===== src/rtl/core/cdc_mul.sv =====
// Shared 32x32 multiplier (low product) with a registered result.
module cdc_mul (
    input  logic        aclk,
    input  logic [31:0] a,
    input  logic [31:0] b,
    output logic [31:0] p_reg
);
    always_ff @(posedge aclk) begin
        p_reg <= a * b;
    end
endmodule


===== config.mk =====
export PLATFORM = sky130hd
export DESIGN_NAME = cdc_mul
export DESIGN_NICKNAME = d
export VERILOG_FILES = /design/src/rtl/core/cdc_mul.sv
export SDC_FILE = /design/constraint.sdc
export NUM_CORES = 1
export LEC_CHECK = 0
export BUFFER_PORTS_ARGS = -buffer_cell sky130_fd_sc_hd__buf_2
export CORE_ASPECT_RATIO = 0.75
export CORE_MARGIN = 1
export CORE_UTILIZATION = 40
export DETAILED_ROUTE_END_ITERATION = 12
export GPL_TIMING_DRIVEN = 0
export SYNTH_ARGS = -nofsm -noshare
export SYNTH_HDL_FRONTEND = slang
export SYNTH_SLANG_ARGS = --single-unit

===== constraint.sdc =====
create_clock -name aclk -period 6.35 [get_ports aclk]
set_clock_uncertainty 0.1 [all_clocks]
set_input_delay 0.3175 -clock aclk [delete_from_list [all_inputs] [get_ports aclk]]
set_output_delay 0.3175 -clock aclk [all_outputs]
set_load 0.01 [all_outputs]

==> results.py <==
metrics = {
    "run_status": {
        "status": "finished with violations",
        "violations": "negative setup slack",
    },
    "cells_and_area": {
        "drive_above_1_share": 0.1565,
        "area_growth_pct": 16.16,
        "finalNetCount": 2473,
        "final_cell_mix": "fa_1, and2_1, inv_1, nand2_1, ha_1",
        "final_area_um2": 19050,
        "largest_reg_flops": 32,
        "multiInputGateArea_um2": 14500,
        "layout_commonest_cell": "fa_1",
        "fin_cells": 2401,
        "fillerInstances": 3754,
        "register_area_um2": 640.6,
    },
    "yosys": {
        "yosysSeqAreaShare": 0.03906,
        "netlist_instances": 1745,
        "synth_area_per_cell_um2": 9.399,
        "synth_seq_cells": 32,
        "yosys_warnings": 0,
        "netlist_area_um2": 16400,
        "synth_fp_nets": 2341,
        "synth_cell_types": 38,
    },
    "setup_path": {
        "path_max_fanout": 11,
        "startpoint_type": "input port",
        "crit_required_ns": 6.44,
        "arrival_ns": 6.58,
        "worstSetupPathType": "input port to register",
        "cp-end-kind": "register",
    },
    "route": {
        "firstDrtPassIters": 5,
        "drt_iter0_markers": 910,
        "postRouteAntennaNets": 0,
        "wire_per_inst_um": 22.34,
        "wirelength_um": 53630,
        "viasPerCell": 5.120,
        "drc": 0,
        "num_vias": 12290,
    },
    "sta": {
        "slew_headroom": 0.5638,
        "fin_crit_ns": 6.487,
        "worst_slack_ns": -0.1374,
        "setup_viol": 4,
        "fmax_mhz": 154.1,
        "slew_violations": 0,
        "rsz0062_at_grt": "yes",
        "fin_crit_sh": 1.022,
        "tightest_slew_ns": 0.6543,
        "holdWs_ns": 0.2209,
        "hold_violations": 0,
    },
    "global_routing": {
        "grt_use_total": 0.2664,
        "grt_start_max_net_pins": 13,
        "grt_pass1_wl_um": 80700,
        "gr-total-overflow": 0,
        "antenna_found_initial": 1,
        "grt_pass1_vias": 12930,
    },
    "floorplanning": {
        "die-width_um": 235.8,
        "core-area_um2": 39960,
        "io_pins": 97,
        "dieHeight_um": 177.4,
        "num_rows": 63,
        "initial_core_util": 0.4104,
        "design.die.area_um2": 41830,
    },
    "worst_hold_path": {
        "min_path_type": "input port to register",
    },
    "clocking": {
        "ctsHtreeMaxLevel": 2,
        "cts_sinks": 32,
        "clk_pin_slew_worst_paths_ns": 0.05,
        "ctsLongestPathBuffers": 2,
        "cts_root_buf": "clkbuf_16",
        "cts_tree": "yes",
        "postCtsHoldBufs": 0,
        "cts_buffers": 5,
    },
    "placement": {
        "dpl.hpwl_um": 44020,
        "gp_congestion": 0.9660,
        "port-buffer-count": 94,
        "dpl-instance-area_um2": 17580,
        "post-place-ws_ns": -1.631,
        "placedCellCount": 2359,
    },
    "flow_run": {
        "cap_violations": 0,
    },
}
==> per-layer routing <==
metal  vias up  share of wire  global-route usage
met5         -              0                   0
met2       483           0.41              0.3798
met1      6424           0.45              0.3843
li1       5331              -                   -
met3        56           0.12             0.09924
met4         0          0.022             0.05229
==> through the flow <==
stage,TNS [ns],utilization
after floorplan,-0.01626,-
after global placement,-26.45,0.4398
after detailed placement,-27.81,0.4398
after CTS,-0.5020,0.4695
after global routing,-1.878,0.4766
final,-0.4666,0.4767
==> worst paths after layout <==
check | start | endpoint | cells past startpoint
setup / recovery | a[12] | p_reg[30] | 23
hold / removal | b[0] | p_reg[0] | 2
==> repair_timing <==
item | CTS | global route
setup buffers | 29 | 7
pin swaps | 67 | 33
resized for setup | 232 | 93
cloned | 2 | 1
setup endpoints to repair | 22 | 15
==> logic make-up (layout without fill, tap and decap cells) <==
logic type               count (synthesis)  in the layout  synth area share
flip-flops                              32             32           0.03906
XOR/XNOR                                86             86           0.04592
AO/OA/AOI/OAI                           79             79           0.03189
buffers and inverters                  444            577            0.1018
adder cells (fa/ha/maj)                531            531            0.5918
other                                    0              3                 0
AND/OR/NAND/NOR                        573            573            0.1896
==> Yosys cell counts, drive strengths merged <==
cell	number	area (µm²)
a21o	7	52.55
a2111oi	2	17.52
o311ai	1	8.760
o21a	3	22.52
inv	362	1359
o21bai	5	37.54
nor2b	2	12.51
a21oi	26	141.4
o211ai	1	12.51
xor2	17	148.9
a2111o	1	11.26
ha	123	1539
nor2	10	37.54
nand2	179	671.9
o31ai	1	7.510
a211o	3	26.28
o21ai	16	80.07
and2	367	2296
xnor2	69	604.3
dfxtp	32	640.6
o21ba	1	10.01
nand3b	1	7.510
nand4	4	25.02
a31oi	3	18.77
a31o	1	8.760
a2bb2oi	1	15.01
buf	2	10.01
and4	2	18.77
nor3	3	15.01
clkbuf	80	300.3
a21boi	4	30.02
a211oi	3	22.52
nand3	5	25.02
fa	408	8168
==> worst max-delay path, cell delays in order <==
cell and delay, ns:
buf_2 0.27, and2_4 0.20, fa_1 0.44, fa_1 0.49
fa_1 0.54, inv_2 0.04, fa_1 0.55, inv_2 0.04
fa_1 0.47, inv_1 0.05, fa_1 0.52, inv_2 0.04
fa_2 0.54, fa_2 0.46, ha_4 0.32, and4_4 0.23
nand3_2 0.08, nand3b_1 0.29, a2bb2oi_2 0.20, o211ai_2 0.09
a31o_1 0.19, a21oi_2 0.06, xnor2_1 0.12
==> cell type report <==
cell class / instances / area share
antenna: 3 / 0.0003940
buffer: 74 / 0.04203
clock buffer: 6 / 0.006764
clock inverter: 2 / 0.001839
inverter: 362 / 0.07132
multi-input combinational: 1269 / 0.7610
sequential: 32 / 0.03362
tap: 520 / 0.03415
timing repair buffer: 133 / 0.04886
Power is left out: the tool's default activity adds up to more than one toggle a clock period on the data nets, which glitch-free logic cannot reach.
